[config.mk]
export PLATFORM = sky130hd
export DESIGN_NAME = manchester_frame_transceiver_unit
export DESIGN_NICKNAME = d
export VERILOG_FILES = /design/src/hdl/mft_pkg.sv /design/src/hdl/manchester_frame_transceiver_unit.sv
export SDC_FILE = /design/constraint.sdc
export NUM_CORES = 1
export LEC_CHECK = 0
export ABC_AREA = 1
export BUFFER_PORTS_ARGS = -buffer_cell sky130_fd_sc_hd__buf_2
export CORE_AREA = 2 2 137 192
export DETAILED_ROUTE_END_ITERATION = 16
export DIE_AREA = 0 0 139 194
export GPL_TIMING_DRIVEN = 0
export PLACE_DENSITY_LB_ADDON = 0.08
export SLEW_MARGIN = 25
export SYNTH_ARGS = -nofsm -noshare
export SYNTH_HDL_FRONTEND = slang
export SYNTH_SLANG_ARGS = --single-unit
export TNS_END_PERCENT = 20
[constraint.sdc]
create_clock -name clk -period 5 [get_ports clk]
set_input_delay 0.75 -clock clk [delete_from_list [all_inputs] [get_ports clk]]
set_output_delay 0.75 -clock clk [all_outputs]
set_load 0.005 [all_outputs]
[src/hdl/mft_pkg.sv]
`default_nettype none
// ----------------------------------------------------------------------------
// mft_pkg
// Shared codes, field widths and constants of the Manchester frame transceiver.
// ----------------------------------------------------------------------------
package mft_pkg;

  // Command codes carried in the input tuser.
  localparam logic [1:0] FUNC_TICK   = 2'd0;
  localparam logic [1:0] FUNC_LISTEN = 2'd1;
  localparam logic [1:0] FUNC_SEND   = 2'd2;
  localparam logic [1:0] FUNC_STOP   = 2'd3;

  // Operating modes.
  localparam logic [2:0] MODE_IDLE     = 3'd0;
  localparam logic [2:0] MODE_LISTEN   = 3'd1;
  localparam logic [2:0] MODE_READ     = 3'd2;
  localparam logic [2:0] MODE_RECEIVED = 3'd3;
  localparam logic [2:0] MODE_WRITE    = 3'd4;
  localparam logic [2:0] MODE_SENT     = 3'd5;
  localparam logic [2:0] MODE_PERR     = 3'd6;
  localparam logic [2:0] MODE_TIMEOUT  = 3'd7;

  // Fault codes.
  localparam logic [2:0] ERR_NONE      = 3'd0;
  localparam logic [2:0] ERR_NO_MID    = 3'd1;
  localparam logic [2:0] ERR_BAD_STOP  = 3'd2;
  localparam logic [2:0] ERR_PARITY    = 3'd3;
  localparam logic [2:0] ERR_IDLE_LONG = 3'd4;

  // Frame and timing constants.
  localparam int unsigned TICKS_PER_MS = 5;
  localparam int unsigned TIMEOUT_W    = 19;
  localparam int unsigned PRODUCT_W    = 24;
  localparam logic [TIMEOUT_W-1:0] TIMEOUT_MAX = {TIMEOUT_W{1'b1}};
  localparam logic [5:0] STOP_POS  = 6'd32;
  localparam logic [5:0] START_POS = 6'd33;
  localparam logic [5:0] BIT_POS_MAX = 6'd33;

  // Stream widths.
  localparam int unsigned IN_TDATA_W  = 32;
  localparam int unsigned IN_TUSER_W  = 2;
  localparam int unsigned OUT_TDATA_W = 40;
  localparam int unsigned OUT_TUSER_W = 1;
  localparam int unsigned CFG_W       = 16;
  localparam logic [CFG_W-1:0] TIMEOUT_MS_RESET = 16'd800;

endpackage : mft_pkg
`default_nettype wire

[src/hdl/manchester_frame_transceiver_unit.sv]
`default_nettype none
// ----------------------------------------------------------------------------
// manchester_frame_transceiver_unit
// Half-duplex Manchester transceiver for 32-bit even-parity frames, driven by
// one command transaction per tick, listen, send or stop request.
// ----------------------------------------------------------------------------
//  channel | direction | tdata                                   | tuser
//  in_     | slave     | line_in, msg_type, msg_id, value bytes  | func
//  out_    | master    | line_out, mode, error, bit pos, rx data | message_valid
//  cfg_    | write     | timeout_ms                              | -
//
//  Each command is handled in the update stage; a new transaction is
//  taken in every cycle while the result register drains.
//  An accepted transaction is registered in the input register, and its
//  result is registered in the output register once that one can advance.
//  Reset is synchronous, active low, and returns the control state to idle.
//  A stalled result holds in the output register, and the input register
//  keeps one more transaction until it can move on.
// ----------------------------------------------------------------------------
module manchester_frame_transceiver_unit
  import mft_pkg::*;
(
  input  wire logic                   clk,
  input  wire logic                   rst_n,
  input  wire logic                   cfg_wr_en,
  input  wire logic [CFG_W-1:0]       cfg_wr_data,   // timeout_ms
  input  wire logic                   in_tvalid,
  output logic                        in_tready,
  // line_in[0], msg_type[3:1], msg_id[11:4], value_high[19:12], value_low[27:20]
  input  wire logic [IN_TDATA_W-1:0]  in_tdata,
  input  wire logic [IN_TUSER_W-1:0]  in_tuser,      // func[1:0]
  output logic                        out_tvalid,
  input  wire logic                   out_tready,
  // line_out[0], mode[3:1], error_code[6:4], bit_position[12:7], rx_type[15:13],
  // rx_id[23:16], rx_value_high[31:24], rx_value_low[39:32]
  output logic [OUT_TDATA_W-1:0]      out_tdata,
  output logic [OUT_TUSER_W-1:0]      out_tuser      // message_valid[0]
);

  logic [CFG_W-1:0]       timeout_ms_r;

  logic                   in_valid_r;
  logic [IN_TDATA_W-1:0]  in_data_r;
  logic [IN_TUSER_W-1:0]  in_user_r;
  logic                   advance;

  logic [2:0]             op_mode_r, op_mode_nxt;
  logic [2:0]             fault_r, fault_nxt;
  logic [8:0]             hist_r, hist_nxt;
  logic                   half_r, half_nxt;
  logic [31:0]            frame_r, frame_nxt;
  logic [5:0]             bitcnt_r, bitcnt_nxt;
  logic [TIMEOUT_W-1:0]   tleft_r, tleft_nxt;
  logic                   drive_r, drive_nxt;

  logic                   out_valid_r;
  logic [OUT_TDATA_W-1:0] out_data_r, out_data_nxt;
  logic                   out_user_r, out_user_nxt;

  logic                   line_in;
  logic [2:0]             msg_type;
  logic [7:0]             msg_id;
  logic [7:0]             value_high;
  logic [7:0]             value_low;
  logic [31:0]            tx_frame;
  logic [PRODUCT_W-1:0]   timeout_product;
  logic [TIMEOUT_W-1:0]   timeout_load;
  logic [5:0]             bitcnt_m1;
  logic                   tx_bit;
  logic                   prev_level;
  logic                   long_gap;
  logic                   msg_valid;
  logic [2:0]             err_out;

  assign line_in    = in_data_r[0];
  assign msg_type   = in_data_r[3:1];
  assign msg_id     = in_data_r[11:4];
  assign value_high = in_data_r[19:12];
  assign value_low  = in_data_r[27:20];

  // The update stage moves when the result register is free or being emptied.
  assign advance   = !out_valid_r || out_tready;
  assign in_tready = !in_valid_r || advance;

  always_comb begin
    tx_frame = {1'b0, msg_type, 4'b0000, msg_id, value_high, value_low};
    // Bit 31 evens out an odd count of ones.
    if (^tx_frame) begin
      tx_frame[31] = 1'b1;
    end
  end

  assign timeout_product = PRODUCT_W'(timeout_ms_r) * PRODUCT_W'(TICKS_PER_MS);
  assign timeout_load = (timeout_product > PRODUCT_W'(TIMEOUT_MAX)) ? TIMEOUT_MAX
                        : timeout_product[TIMEOUT_W-1:0];

  assign bitcnt_m1  = bitcnt_r - 6'd1;
  assign tx_bit     = ((bitcnt_r == START_POS) || (bitcnt_r == 6'd0)) ? 1'b1
                      : frame_r[bitcnt_m1[4:0]];
  assign prev_level = hist_r[0];
  assign long_gap   = |hist_r[8:4];

  always_comb begin
    op_mode_nxt = op_mode_r;
    fault_nxt   = fault_r;
    hist_nxt    = hist_r;
    half_nxt    = half_r;
    frame_nxt   = frame_r;
    bitcnt_nxt  = bitcnt_r;
    tleft_nxt   = tleft_r;
    drive_nxt   = drive_r;

    unique case (in_user_r)
      FUNC_TICK: begin
        unique case (op_mode_r)
          MODE_LISTEN: begin
            if (tleft_r == '0) begin
              op_mode_nxt = MODE_TIMEOUT;
            end else begin
              if (line_in) begin
                frame_nxt   = '0;
                bitcnt_nxt  = '0;
                op_mode_nxt = MODE_READ;
                hist_nxt    = 9'd1;
                half_nxt    = 1'b1;
              end
              tleft_nxt = tleft_r - TIMEOUT_W'(1);
            end
          end
          MODE_READ: begin
            if (line_in != prev_level) begin
              if (half_r && long_gap) begin
                op_mode_nxt = MODE_PERR;
                fault_nxt   = ERR_NO_MID;
              end else if (half_r || long_gap) begin
                if (bitcnt_r == STOP_POS) begin
                  if (!prev_level) begin
                    op_mode_nxt = MODE_PERR;
                    fault_nxt   = ERR_BAD_STOP;
                  end else if (!(^frame_r)) begin
                    op_mode_nxt = MODE_RECEIVED;
                  end else begin
                    op_mode_nxt = MODE_PERR;
                    fault_nxt   = ERR_PARITY;
                  end
                end else begin
                  frame_nxt  = {frame_r[30:0], prev_level};
                  bitcnt_nxt = bitcnt_r + 6'd1;
                  half_nxt   = 1'b0;
                  hist_nxt   = {7'd0, 1'b1, line_in};
                end
              end else begin
                half_nxt = 1'b1;
                hist_nxt = {7'd0, 1'b1, line_in};
              end
            end else if (hist_r[8]) begin
              op_mode_nxt = MODE_PERR;
              fault_nxt   = ERR_IDLE_LONG;
            end else begin
              hist_nxt = {hist_r[7:0], line_in};
            end
          end
          MODE_WRITE: begin
            // First half of a bit drives its inverse, the second half the bit.
            drive_nxt = half_r ? !tx_bit : tx_bit;
            if (!half_r) begin
              if (bitcnt_r == 6'd0) begin
                op_mode_nxt = MODE_SENT;
              end else begin
                bitcnt_nxt = bitcnt_r - 6'd1;
              end
              half_nxt = 1'b1;
            end else begin
              half_nxt = 1'b0;
            end
          end
          default: begin
          end
        endcase
      end
      FUNC_LISTEN: begin
        tleft_nxt   = timeout_load;
        op_mode_nxt = MODE_LISTEN;
        frame_nxt   = '0;
        bitcnt_nxt  = '0;
      end
      FUNC_SEND: begin
        frame_nxt   = tx_frame;
        half_nxt    = 1'b1;
        bitcnt_nxt  = START_POS;
        op_mode_nxt = MODE_WRITE;
      end
      FUNC_STOP: begin
        op_mode_nxt = MODE_IDLE;
      end
    endcase
  end

  assign msg_valid = (op_mode_nxt == MODE_RECEIVED);
  assign err_out   = (op_mode_nxt == MODE_PERR) ? fault_nxt : ERR_NONE;

  always_comb begin
    out_user_nxt = msg_valid;
    out_data_nxt = {
      msg_valid ? frame_nxt[7:0]   : 8'd0,
      msg_valid ? frame_nxt[15:8]  : 8'd0,
      msg_valid ? frame_nxt[23:16] : 8'd0,
      msg_valid ? frame_nxt[30:28] : 3'd0,
      bitcnt_nxt,
      err_out,
      op_mode_nxt,
      drive_nxt
    };
  end

  always_ff @(posedge clk) begin
    if (!rst_n) begin
      timeout_ms_r <= TIMEOUT_MS_RESET;
    end else if (cfg_wr_en) begin
      timeout_ms_r <= cfg_wr_data;
    end
  end

  always_ff @(posedge clk) begin
    if (!rst_n) begin
      in_valid_r <= 1'b0;
    end else if (in_tready) begin
      in_valid_r <= in_tvalid;
    end
  end

  always_ff @(posedge clk) begin
    if (in_tready && in_tvalid) begin
      in_data_r <= in_tdata;
      in_user_r <= in_tuser;
    end
  end

  always_ff @(posedge clk) begin
    if (!rst_n) begin
      op_mode_r   <= MODE_IDLE;
      fault_r     <= ERR_NONE;
      hist_r      <= '0;
      half_r      <= 1'b0;
      frame_r     <= '0;
      bitcnt_r    <= '0;
      tleft_r     <= '0;
      drive_r     <= 1'b1;
      out_valid_r <= 1'b0;
    end else begin
      if (advance) begin
        out_valid_r <= in_valid_r;
      end
      if (advance && in_valid_r) begin
        op_mode_r <= op_mode_nxt;
        fault_r   <= fault_nxt;
        hist_r    <= hist_nxt;
        half_r    <= half_nxt;
        frame_r   <= frame_nxt;
        bitcnt_r  <= bitcnt_nxt;
        tleft_r   <= tleft_nxt;
        drive_r   <= drive_nxt;
      end
    end
  end

  always_ff @(posedge clk) begin
    if (advance && in_valid_r) begin
      out_data_r <= out_data_nxt;
      out_user_r <= out_user_nxt;
    end
  end

  assign out_tvalid = out_valid_r;
  assign out_tdata  = out_data_r;
  assign out_tuser  = out_user_r;

endmodule : manchester_frame_transceiver_unit
`default_nettype wire

Word level (Yosys, flattened, before mapping). Index checks and enable logic that the tools add are counted.

Muxes and demuxes: 68. $mul: 1. Reductions and logical operators: 25. Eq/ne operators: 27. Order comparisons: 2. Add/sub/neg operators: 3.

Operators with widths (count): $mux 32 (6); $pmux 32 s3 (1); $pmux 32 s2 (1); $reduce_xor 32->1 (2); $mux 9 (7); $mux 3 (20); $mux 19 (3); $mux 6 (8); $pmux 19 s2 (1); $pmux 6 s3 (2); $ne 3x3->1 const B (8); $gt 19x19->1 const B (1); $logic_not 19->1 (1); $mul 16x3->19 const B (1); $sub 19x1->19 const B (1); $pmux 9 s2 (1); $reduce_and 8->1 (2); $mux 1 (13); $eq 6x6->1 const B (2); $pmux 3 s4 (1); $pmux 3 s3 (1); $reduce_and 9->1 (1); $ne 4x4->1 const B (2); $reduce_and 7->1 (1); other kinds (25) (39).

Input bits: 55. Logic and storage cells: 145. Flip-flop bits (word level): 163. Output and inout bits: 43.

Depth between registers and ports, before layout. Gate-level depths: netlist (run 1).

Depth after elaboration: 10. Depth in mapped cells: 19. Mapped depth without buffers: 19.

Worst setup path after synthesis (run 1). No wires, ideal clock.

Path kind: input port to flip-flop. Start: input port out_tready. End: register out_data_r[0] (netlist: out_tdata[0]) (enable). Data arrival time: 2.809 ns. Buffers on the path: 3. Slack: 1.770 ns. Stages: 7. Library setup time: 0.421 ns. Cell sequence: inv_1 nand2_1 nand2_1 clkbuf_1 inv_1 clkbuf_1 buf_1.

Cells in the longest elaborated chain, start to end: 2.

Ends and longest elaborated chain: from (decl) (line manchester_frame_transceiver_unit.sv:33) `input wire logic out_tready,`; $logic_or 1x1->1 (line manchester_frame_transceiver_unit.sv:82) `assign advance = !out_valid_r || out_tready;`; $logic_and 1x1->1 (line manchester_frame_transceiver_unit.sv:268) `if (advance && in_valid_r) begin`; to (signal assigned) (line manchester_frame_transceiver_unit.sv:269) `out_data_r <= out_data_nxt;`; to (decl) (line manchester_frame_transceiver_unit.sv:57) `logic [OUT_TDATA_W-1:0] out_data_r, out_data_nxt;`.

Every way passes these cells. A chain may end at the register's enable or synchronous reset.

Worst setup path after layout (run 1).
Start: register bitcnt_r[0]. End: register out_data_r[0] (netlist: out_tdata[0]) (data pin).

Cells in the longest elaborated chain, start to end: 8. Elaborated cells on any way between the ends: 11. Those cells by class: add/sub: 1; eq/ne: 1; mux: 6; reduce/logical: 3.

Ends and longest elaborated chain: from (decl) (line manchester_frame_transceiver_unit.sv:52) `logic [5:0] bitcnt_r, bitcnt_nxt;`; from (signal assigned) (line manchester_frame_transceiver_unit.sv:260) `bitcnt_r <= bitcnt_nxt;`; $sub 6x1->6; $bmux 1 s5 (line manchester_frame_transceiver_unit.sv:99) `: frame_r[bitcnt_m1[4:0]];`; $mux 1 (implied by the code) (line manchester_frame_transceiver_unit.sv:99); $mux 1 * (line manchester_frame_transceiver_unit.sv:98) `assign tx_bit = ((bitcnt_r == START_POS) || (bitcnt_r == 6'd0)) ? 1'b1`; $logic_not 1->1 (line manchester_frame_transceiver_unit.sv:165) `drive_nxt = half_r ? !tx_bit : tx_bit;`; $mux 1 * (line manchester_frame_transceiver_unit.sv:165); $mux 1 * (line manchester_frame_transceiver_unit.sv:115) `unique case (op_mode_r)`; $mux 1 * (line manchester_frame_transceiver_unit.sv:113) `unique case (in_user_r)`; named net drive_nxt (line manchester_frame_transceiver_unit.sv:54) `logic drive_r, drive_nxt;`.

Mark *: on every way through the listed nets, which the timed path passes. The rest lies on a longest branch. The select of a mux whose other input is x is not followed.

==> flow_summary.json, run 1 <==
{
  "grt_pass1_vias": 9173,
  "finalHoldViolCount": 0,
  "p_sw_uw": 1050,
  "die-height_um": 194,
  "synth_fp_nets": 1437,
  "detail-route-antenna-nets": 0,
  "setup_tns_ns": 0,
  "synth_top_area_share_pct": 21.50,
  "drv_slew": 0,
  "dr.pass1.iters": 7,
  "cts_setup_buffers": 0,
  "worst-path-max-fanout": 10,
  "yosysSeqAreaShare_pct": 40.08,
  "met3_length_mm": 1.013,
  "drc": 0,
  "ctsResizeCount": 0,
  "antenna_found_initial": 0,
  "io_buffers": 93,
  "final_cell_mix": "362 x nand2_1, 136 x a21oi_1, 107 x inv_1, 103 x nor2_1, 101 x buf_2",
  "grt_max_degree": 31,
  "worstSkewPairLatency_ns": 0.45,
  "grt_util_all_layers_pct": 22.51,
  "drt-initial-drc-count": 535,
  "intPower_uw": 2361,
  "grt_pass1_wl_mm": 47.82,
  "min_period_over_period_pct": 61.48,
  "power.share.combinational_pct": 20.2,
  "ir_worst_vdd_mv": 0.2592,
  "wl_per_cell_um": 16.67,
  "nNetsFinal": 1550,
  "clk_path_buf_depth": 2,
  "ys_seq_elements": 163,
  "p_leak_uw": 0.004766,
  "synth_area_mm2": 0.009916,
  "placementRows": 69,
  "design.portCount": 98,
  "initial_core_util_pct": 39.33,
  "maxCapViolCount": 0,
  "yosys.area.top_type": "edfxtp_1",
  "setup_viol": 0,
  "dp.final_hpwl_mm": 22.90,
  "reg2reg_setup_slack_ns": 1.93,
  "skew_ns": 0.01090,
  "cts_tree": "built",
  "dr_wl_met2_mm": 16.20,
  "cp-end-kind": "flop",
  "num_antenna_cells": 0,
  "async_reset_ff_share_pct": 0,
  "clk_pin_slew_ns": 0.06,
  "die-area_mm2": 0.02697,
  "drt_wl_total_mm": 29.90,
  "fin_cells": 1794,
  "viasPerCell": 5.195,
  "r2r-start": "bitcnt_r[0]$_SDFFE_PN0P_",
  "rsz0062_at_grt": "false",
  "yosysWarnings": 0,
  "p_clk_share_pct": 36.0,
  "syn_inst": 1349,
  "place_inst": 1762,
  "final_common_cell": "nand2_1",
  "synth_edf_count": 71,
  "final_util_pct": 44.95,
  "min_path_type": "flop to flop",
  "seqPwrFrac_pct": 43.9,
  "postCtsHoldBufs": 0,
  "rr_worst_depth": 10,
  "worstSetupStartpointType": "flop",
  "wl_met1_mm": 11.63,
  "hold_depth": 2,
  "setup_slack_ns": 1.926,
  "holdPathEnd": "hist_r[1]$_SDFFE_PN0P_",
  "switching_share_pct": 30.78,
  "worstPathRequired_ns": 5.18,
  "numCtsBuffers": 17,
  "syn_avg_cell_area_um2": 7.350,
  "arrival_ns": 3.25,
  "tightest_slew_ns": 0.8155,
  "syn_to_final_growth_pct": 14.28,
  "h-tree-depth": 4,
  "hp-start": "hist_r[1]$_SDFFE_PN0P_",
  "fmax_mhz": 325.3,
  "gp_congestion": 0.9717,
  "drive_above_1_share_pct": 14.85,
  "synth_cell_types": 52,
  "cts_root_buf": "clkbuf_16",
  "crit_type": "flop to flop",
  "top_layer": "met4",
  "cts_sinks": 163,
  "status": "finished clean",
  "ys.flop_type": "dfxtp_1",
  "r2r_end": "out_tdata[0]$_DFFE_PP_",
  "die_w_um": 139,
  "overflow": 0,
  "period_needed_ns": 3.074,
  "p_per_area_mw_per_mm2": 301.0,
  "slew_headroom_pct": 45.63,
  "place_ws_ns": 1.602,
  "ys_top_cells_by_area": "edfxtp_1 22%, dfxtp_1 19%, nand2_1 14%",
  "core_area_mm2": 0.02521,
  "via_count": 9319
}
cell families (layout without fill, tap and decap cells):
kind of cell	Yosys count	in the layout	share of synthesized area [%]
simple gates	615	615	26.80
fa+ha+maj	33	33	4.240
compound gates	306	306	17.34
xor+xnor	45	45	3.975
flops	163	163	40.08
buf+inv	187	313	7.571
area by class of cell:
| class | instances | area [um^2] |
|---|---|---|
| repair buffers | 94 | 485.5 |
| plain buffers | 50 | 236.5 |
| multi-input cells | 999 | 5191 |
| clock inverters | 10 | 86.33 |
| flip-flops and latches | 163 | 3974 |
| well taps | 319 | 399.1 |
| inverters | 137 | 515.5 |
| fillers | 2653 | 13880 |
| clock buffers | 22 | 444.2 |
synth_stat cells (19+ instances only):
cell type,instances
ha_1,32
o21ai_0,99
inv_2,23
dfxtp_1,92
nor2_1,103
inv_1,108
xnor2_1,26
xor2_1,19
nand3_1,76
o211ai_1,38
clkbuf_1,33
edfxtp_1,71
nand2_1,362
nor2_2,29
a21oi_1,136
per-stage QoR:
| step | area (um^2) | hold WS (ns) | power, uW |
|---|---|---|---|
| final | 11330 | 0.4684 | 3411 |
| after global routing | 11330 | 0.4626 | 3580 |
| after CTS | 11330 | 0.4646 | 3442 |
| after detailed placement | 10800 | 0.4483 | 2208 |
| after global placement | 10780 | 0.4463 | 2205 |
| after floorplan | 9916 | 0.4340 | 1991 |
flip-flops by register name, summed over array words and instances (netlist names):
signal,cells
out_tdata,40
frame_r,32
in_data_r,28
tleft_r,19
timeout_ms_r,16
hist_r,9
bitcnt_r,6
fault_r,3
op_mode_r,3
in_user_r,2
drive_r,1
half_r,1
in_valid_r,1
out_tuser,1
out_tvalid,1
power by group through the flow:
stage	Combinational (uW)	Clock [uW]	Sequential, uW
2_1_floorplan	477	0	1510
3_3_place_gp	679	0	1530
3_5_place_dp	683	0	1520
4_1_cts	689	1260	1500
5_1_grt	772	1300	1500
6_report	688	1230	1500
critical path: stages (launching register included):
cell      delay (ns)
dfxtp_1         0.41
clkinv_1        0.34
ha_1            0.37
xnor2_1         0.58
inv_1           0.29
o211ai_1        0.18
nand3_1         0.10
nand3_1         0.12
nand3_1         0.14
o21ai_0         0.16
o21ai_0         0.11
worst max path at each step:
stage                                         from                endpoint  cells past startpoint
after global routing      bitcnt_r[0]$_SDFFE_PN0P_    drive_r$_SDFFE_PN1P_                     13
after detailed placement                out_tready     out_tuser$_DFFE_PP_                      9
final                     bitcnt_r[0]$_SDFFE_PN0P_  out_tdata[0]$_DFFE_PP_                     10
after CTS                 bitcnt_r[0]$_SDFFE_PN0P_  out_tdata[0]$_DFFE_PP_                     10
after floorplan                         out_tready  out_tdata[0]$_DFFE_PP_                      7
after global placement                  out_tready     out_tuser$_DFFE_PP_                      8
routing by layer:
layer | up-vias | GRT usage (%)
met4 | 0 | 10.03
li1 | 4740 | -
met3 | 55 | 3.482
met1 | 4325 | 24.01
met5 | - | 0
met2 | 199 | 43.15
No activity file was read; power rests on OpenSTA's default activity.
==> run 2: changes to the inputs <==
==> constraint.sdc (replaced) <==
create_clock -name clk -period 3.2 [get_ports clk]
set_input_delay 0.48 -clock clk [delete_from_list [all_inputs] [get_ports clk]]
set_output_delay 0.48 -clock clk [all_outputs]
set_load 0.005 [all_outputs]
==> flow_summary.json, run 2 (synthesis gave the netlist of run 1 again) <==
{
  "status": "finished clean",
  "drc": 0,
  "seq_area_mm2": 0.003974,
  "grt_pass1_vias": 9173,
  "numCtsBuffers": 17,
  "worst_path_max_delay_cell": "nor2_2",
  "min_path_type": "primary input to flop",
  "antenna_found_initial": 0,
  "p_clk_share_pct": 35.9,
  "gp_congestion": 0.9717,
  "grt_util_all_layers_pct": 22.51,
  "die-area_mm2": 0.02697,
  "cts_root_buf": "clkbuf_16",
  "met3_usage_pct": 3.482,
  "worstPathRequired_ns": 3.50,
  "core_area_mm2": 0.02521,
  "final_common_cell": "nand2_1",
  "r2r_end": "out_tdata[18]$_SDFFCE_PP0P_",
  "place_inst": 1762,
  "ir_worst_vdd_mv": 0.4037,
  "grt_pass1_wl_mm": 47.82,
  "period_needed_ns": 2.883,
  "via_count": 9316,
  "dp.final_hpwl_mm": 22.90,
  "arrival_ns": 3.18,
  "die_w_um": 139,
  "drt-initial-drc-count": 531,
  "drt_wl_total_mm": 29.95,
  "finalHoldViolCount": 0,
  "fin_cells": 1794,
  "fillCellCount": 2651,
  "h-tree-depth": 4,
  "worst-path-max-fanout": 10,
  "wl_per_cell_um": 16.69,
  "final_area_mm2": 0.01134,
  "intPower_uw": 3690,
  "viasPerCell": 5.193,
  "switching_share_pct": 30.78,
  "holdPathEnd": "in_data_r[1]$_DFFE_PP_",
  "crit_buf_inv": 2,
  "multi_input_area_mm2": 0.005199,
  "met2_usage_pct": 43.15,
  "power.share.combinational_pct": 20.2,
  "place_ws_ns": 0.07213,
  "die-height_um": 194,
  "hold_depth": 1,
  "clk_path_buf_depth": 2,
  "max_stage_delay_ns": 0.49,
  "min_period_over_period_pct": 90.09,
  "cts_tree": "built",
  "cp-end-kind": "flop",
  "io_buffers": 93,
  "final_cell_mix": "362 x nand2_1, 136 x a21oi_1, 107 x inv_1, 103 x nor2_1, 101 x buf_2",
  "initial_core_util_pct": 39.33,
  "nNetsFinal": 1550,
  "worstSetupStartpointType": "flop",
  "clk_pin_slew_ns": 0.06,
  "largest_register_ffs": 40,
  "crit_type": "flop to flop",
  "worstSkewPairLatency_ns": 0.45,
  "path_delay_family": "simple AND/OR/NAND/NOR gates",
  "fmax_mhz": 346.9,
  "r2r-start": "in_user_r[1]$_DFFE_PP_",
  "slew_headroom_pct": 45.70,
  "crit_top_cell": "nor2_2",
  "drv_slew": 0,
  "maxCapViolCount": 0,
  "rsz0062_at_grt": "false",
  "reg2reg_setup_slack_ns": 0.32,
  "num_antenna_cells": 0,
  "cts_sinks": 163,
  "syn_to_final_growth_pct": 14.36,
  "detail-route-antenna-nets": 0,
  "tightest_slew_ns": 0.8146,
  "drive_above_1_share_pct": 14.92,
  "seqPwrFrac_pct": 43.9,
  "use_met1_pct": 24.01,
  "post_dp_cell_area_mm2": 0.01080,
  "skew_ns": 0.01093,
  "rr_worst_depth": 8,
  "grt_max_degree": 31,
  "setup_slack_ns": 0.3170,
  "p_leak_uw": 0.004774,
  "p_total_uw": 5330,
  "p_per_area_mw_per_mm2": 470.1,
  "hp-start": "in_tdata[1]",
  "p_sw_uw": 1641,
  "setup_tns_ns": 0,
  "dr.pass1.iters": 7,
  "gr-max-usage-layer": "met2",
  "setup_viol": 0,
  "design.portCount": 98,
  "overflow": 0,
  "crit_chain": "nor2_2 > inv_1 > nor2_2 > nand3_2 > clkbuf_1 > o211ai_1 > a21oi_1 > nor2_1",
  "placementRows": 69
}
==> run 2: cell counts in the layout (fill, tap and decap cells not counted) <==
Identical to the previous run, type by type.
==> run 2: how the worst max path moves through the flow <==
stage,end,cells after the start,startpoint
after floorplan,out_tdata[0]$_DFFE_PP_,7,out_tready
after global placement,out_tuser$_DFFE_PP_,8,out_tready
after detailed placement,out_tuser$_DFFE_PP_,9,out_tready
after CTS,out_tdata[0]$_DFFE_PP_,10,bitcnt_r[0]$_SDFFE_PN0P_
after global routing,drive_r$_SDFFE_PN1P_,13,bitcnt_r[0]$_SDFFE_PN0P_
final,out_tdata[18]$_SDFFCE_PP0P_,8,in_user_r[1]$_DFFE_PP_
==> run 2: through the flow <==
step,utilization [%],hold WS (ns)
floorplan,-,0.4340
global placement,42.76,0.4463
detailed placement,42.85,0.4483
CTS,44.95,0.1955
global route,44.98,0.1926
finish,44.98,0.2071
==> run 2: final cells by class <==
cell class | instances | share of cell area (%)
timing repair buffer | 94 | 4.281
tap | 319 | 3.520
buffer | 50 | 2.085
clock inverter | 10 | 0.7613
clock buffer | 22 | 3.917
multi-input combinational | 999 | 45.85
inverter | 137 | 4.546
sequential | 163 | 35.04
==> run 2: per-layer routing <==
layer / share of wire (%) / vias up / wire [um]
met2: 54 / 195 / 16250
met3: 3.4 / 56 / 1020
met5: 0 / - / 0
met1: 39 / 4325 / 11630
met4: 3.5 / 0 / 1043
li1: - / 4740 / -
==> run 2: power by group through the flow <==
stage	Sequential (uW)	Clock [uW]	Combinational, uW
global route	2350	2040	1210
detailed placement	2380	0	1070
floorplan	2360	0	746
global placement	2390	0	1060
CTS	2340	1960	1080
finish	2340	1920	1080
==> run 2: what timing repair did <==
action,in CTS,in global routing
endpoints found under the setup margin,0,2
buffers inserted,0,0
endpoints found under the hold margin,0,0
hold buffers,0,0
gates resized for setup,0,1
==> run 3: changes to the inputs <==
--- a/config.mk
+++ b/config.mk
@@ -7,10 +7,10 @@
 export LEC_CHECK = 0
 export ABC_AREA = 1
 export BUFFER_PORTS_ARGS = -buffer_cell sky130_fd_sc_hd__buf_2
+export CAP_MARGIN = 20
 export CORE_AREA = 2 2 137 192
 export DETAILED_ROUTE_END_ITERATION = 16
 export DIE_AREA = 0 0 139 194
-export GPL_TIMING_DRIVEN = 0
 export PLACE_DENSITY_LB_ADDON = 0.08
 export SLEW_MARGIN = 25
 export SYNTH_ARGS = -nofsm -noshare
==> flow_summary.json, run 3 (synthesis gave the netlist of run 1 again) <==
{
  "die_w_um": 139,
  "worstSetupStartpointType": "flop",
  "setup_slack_ns": 0.4958,
  "ctsResizeCount": 0,
  "postCtsHoldBufs": 0,
  "grt_util_all_layers_pct": 20.71,
  "clk_path_buf_depth": 2,
  "multi_input_area_mm2": 0.005194,
  "tightest_slew_ns": 0.7023,
  "initial_core_util_pct": 39.33,
  "dp.final_hpwl_mm": 19.75,
  "hp-start": "in_tdata[25]",
  "drv_slew": 0,
  "place_ws_ns": 0.4950,
  "setup_viol": 0,
  "cts_tree": "built",
  "drt_wl_total_mm": 27.51,
  "skew_ns": 0.009481,
  "drive_above_1_share_pct": 16.33,
  "crit_type": "flop to flop",
  "p_clk_share_pct": 39.5,
  "cp-end-kind": "flop",
  "intPower_uw": 3952,
  "status": "finished clean",
  "slew_headroom_pct": 53.18,
  "fillCellCount": 2628,
  "seqPwrFrac_pct": 41.8,
  "ir_worst_vdd_mv": 0.3742,
  "grt_pass1_vias": 8990,
  "period_needed_ns": 2.704,
  "reg2reg_setup_slack_ns": 0.50,
  "power.share.combinational_pct": 18.8,
  "final_cell_mix": "362 x nand2_1, 136 x a21oi_1, 107 x inv_1, 102 x nor2_1, 99 x o21ai_0",
  "hold_depth": 1,
  "wl_per_cell_um": 15.54,
  "r2r-start": "tleft_r[0]$_SDFFE_PN0P_",
  "die-height_um": 194,
  "overflow": 0,
  "viasPerCell": 5.178,
  "cts_setup_buffers": 0,
  "dr.pass1.iters": 5,
  "worstPathRequired_ns": 3.48,
  "min_period_over_period_pct": 84.50,
  "post_dp_cell_area_mm2": 0.01075,
  "grt_pass1_wl_mm": 44.80,
  "final_area_mm2": 0.01138,
  "numCtsBuffers": 17,
  "placementRows": 69,
  "worstSkewPairLatency_ns": 0.44,
  "die-area_mm2": 0.02697,
  "p_total_uw": 5591,
  "p_leak_uw": 0.004820,
  "detail-route-antenna-nets": 0,
  "switching_share_pct": 29.31,
  "setup_tns_ns": 0,
  "via_count": 9165,
  "r2r_end": "out_tdata[37]$_SDFFCE_PP0P_",
  "maxCapViolCount": 0,
  "p_sw_uw": 1639,
  "rsz0062_at_grt": "false",
  "rr_worst_depth": 14,
  "arrival_ns": 2.98,
  "io_buffers": 93,
  "drt-initial-drc-count": 488,
  "gp_congestion": 0.9132,
  "fmax_mhz": 369.8,
  "worst-path-max-fanout": 28,
  "cts_sinks": 163,
  "core_area_mm2": 0.02521,
  "num_antenna_cells": 0,
  "holdPathEnd": "in_data_r[25]$_DFFE_PP_",
  "drc": 0,
  "syn_to_final_growth_pct": 14.73,
  "final_common_cell": "nand2_1",
  "cts_root_buf": "clkbuf_16",
  "min_path_type": "primary input to flop",
  "h-tree-depth": 4,
  "seq_area_mm2": 0.003974,
  "clk_pin_slew_ns": 0.06,
  "nNetsFinal": 1526,
  "grt_max_degree": 52,
  "largest_register_ffs": 40,
  "design.portCount": 98,
  "antenna_found_initial": 0,
  "finalHoldViolCount": 0,
  "p_per_area_mw_per_mm2": 491.5,
  "final_util_pct": 45.13
}
[run 3: worst max-delay path by stage]
stage / start / endpoint / slack, ns / cells past startpoint
after CTS: tleft_r[0]$_SDFFE_PN0P_ / out_tdata[20]$_SDFFCE_PP0P_ / 0.47 / 14
after global placement: tleft_r[0]$_SDFFE_PN0P_ / out_tdata[37]$_SDFFCE_PP0P_ / 0.54 / 14
after detailed placement: tleft_r[0]$_SDFFE_PN0P_ / out_tdata[20]$_SDFFCE_PP0P_ / 0.50 / 14
after floorplan: out_tready / out_tdata[0]$_DFFE_PP_ / 0.24 / 7
final: tleft_r[0]$_SDFFE_PN0P_ / out_tdata[37]$_SDFFCE_PP0P_ / 0.50 / 14
after global routing: tleft_r[0]$_SDFFE_PN0P_ / out_tdata[18]$_SDFFCE_PP0P_ / 0.25 / 14
[run 3: metrics by stage]
stage                     hold slack [ns]  cells
after global routing               0.1861   1770
after CTS                          0.1900   1770
after global placement             0.4506   1738
after detailed placement           0.4546   1738
final                              0.2138   1770
after floorplan                    0.4340   1349
[run 3: routing by layer]
metal  share of wire [%]  track usage (%)  vias up
met4                 3.5            9.241        0
met2                  53            39.04      175
met5                   0                0        -
li1                    -                -     4690
met3                 3.0            3.384       44
met1                  40            22.53     4256
[run 3: power groups by stage]
stage / clock (uW) / sequential [uW] / combinational, uW
3_3_place_gp: 0 / 2380 / 1050
5_1_grt: 2340 / 2350 / 1190
4_1_cts: 2260 / 2340 / 1060
2_1_floorplan: 0 / 2360 / 746
6_report: 2210 / 2340 / 1050
3_5_place_dp: 0 / 2380 / 1050
[run 3: final cells by class]
type,count,share of cell area (%)
Multi-Input combinational cell,999,45.66
Sequential cell,163,34.93
Timing Repair Buffer,120,5.873
Inverter,137,4.542
Clock buffer,18,3.861
Tap cell,319,3.509
Clock inverter,14,1.628
[run 3: critical path: stages (launching register included)]
cell	delay, ns
dfxtp_1	0.32
inv_1	0.07
ha_1	0.21
nand2_2	0.11
nor2_2	0.13
nand2_2	0.08
nor2_2	0.16
nand4_2	0.14
nor2_2	0.13
nand3_1	0.12
o21ai_1	0.12
nand3b_1	0.19
clkinv_2	0.12
nand3_4	0.38
nor2_2	0.23
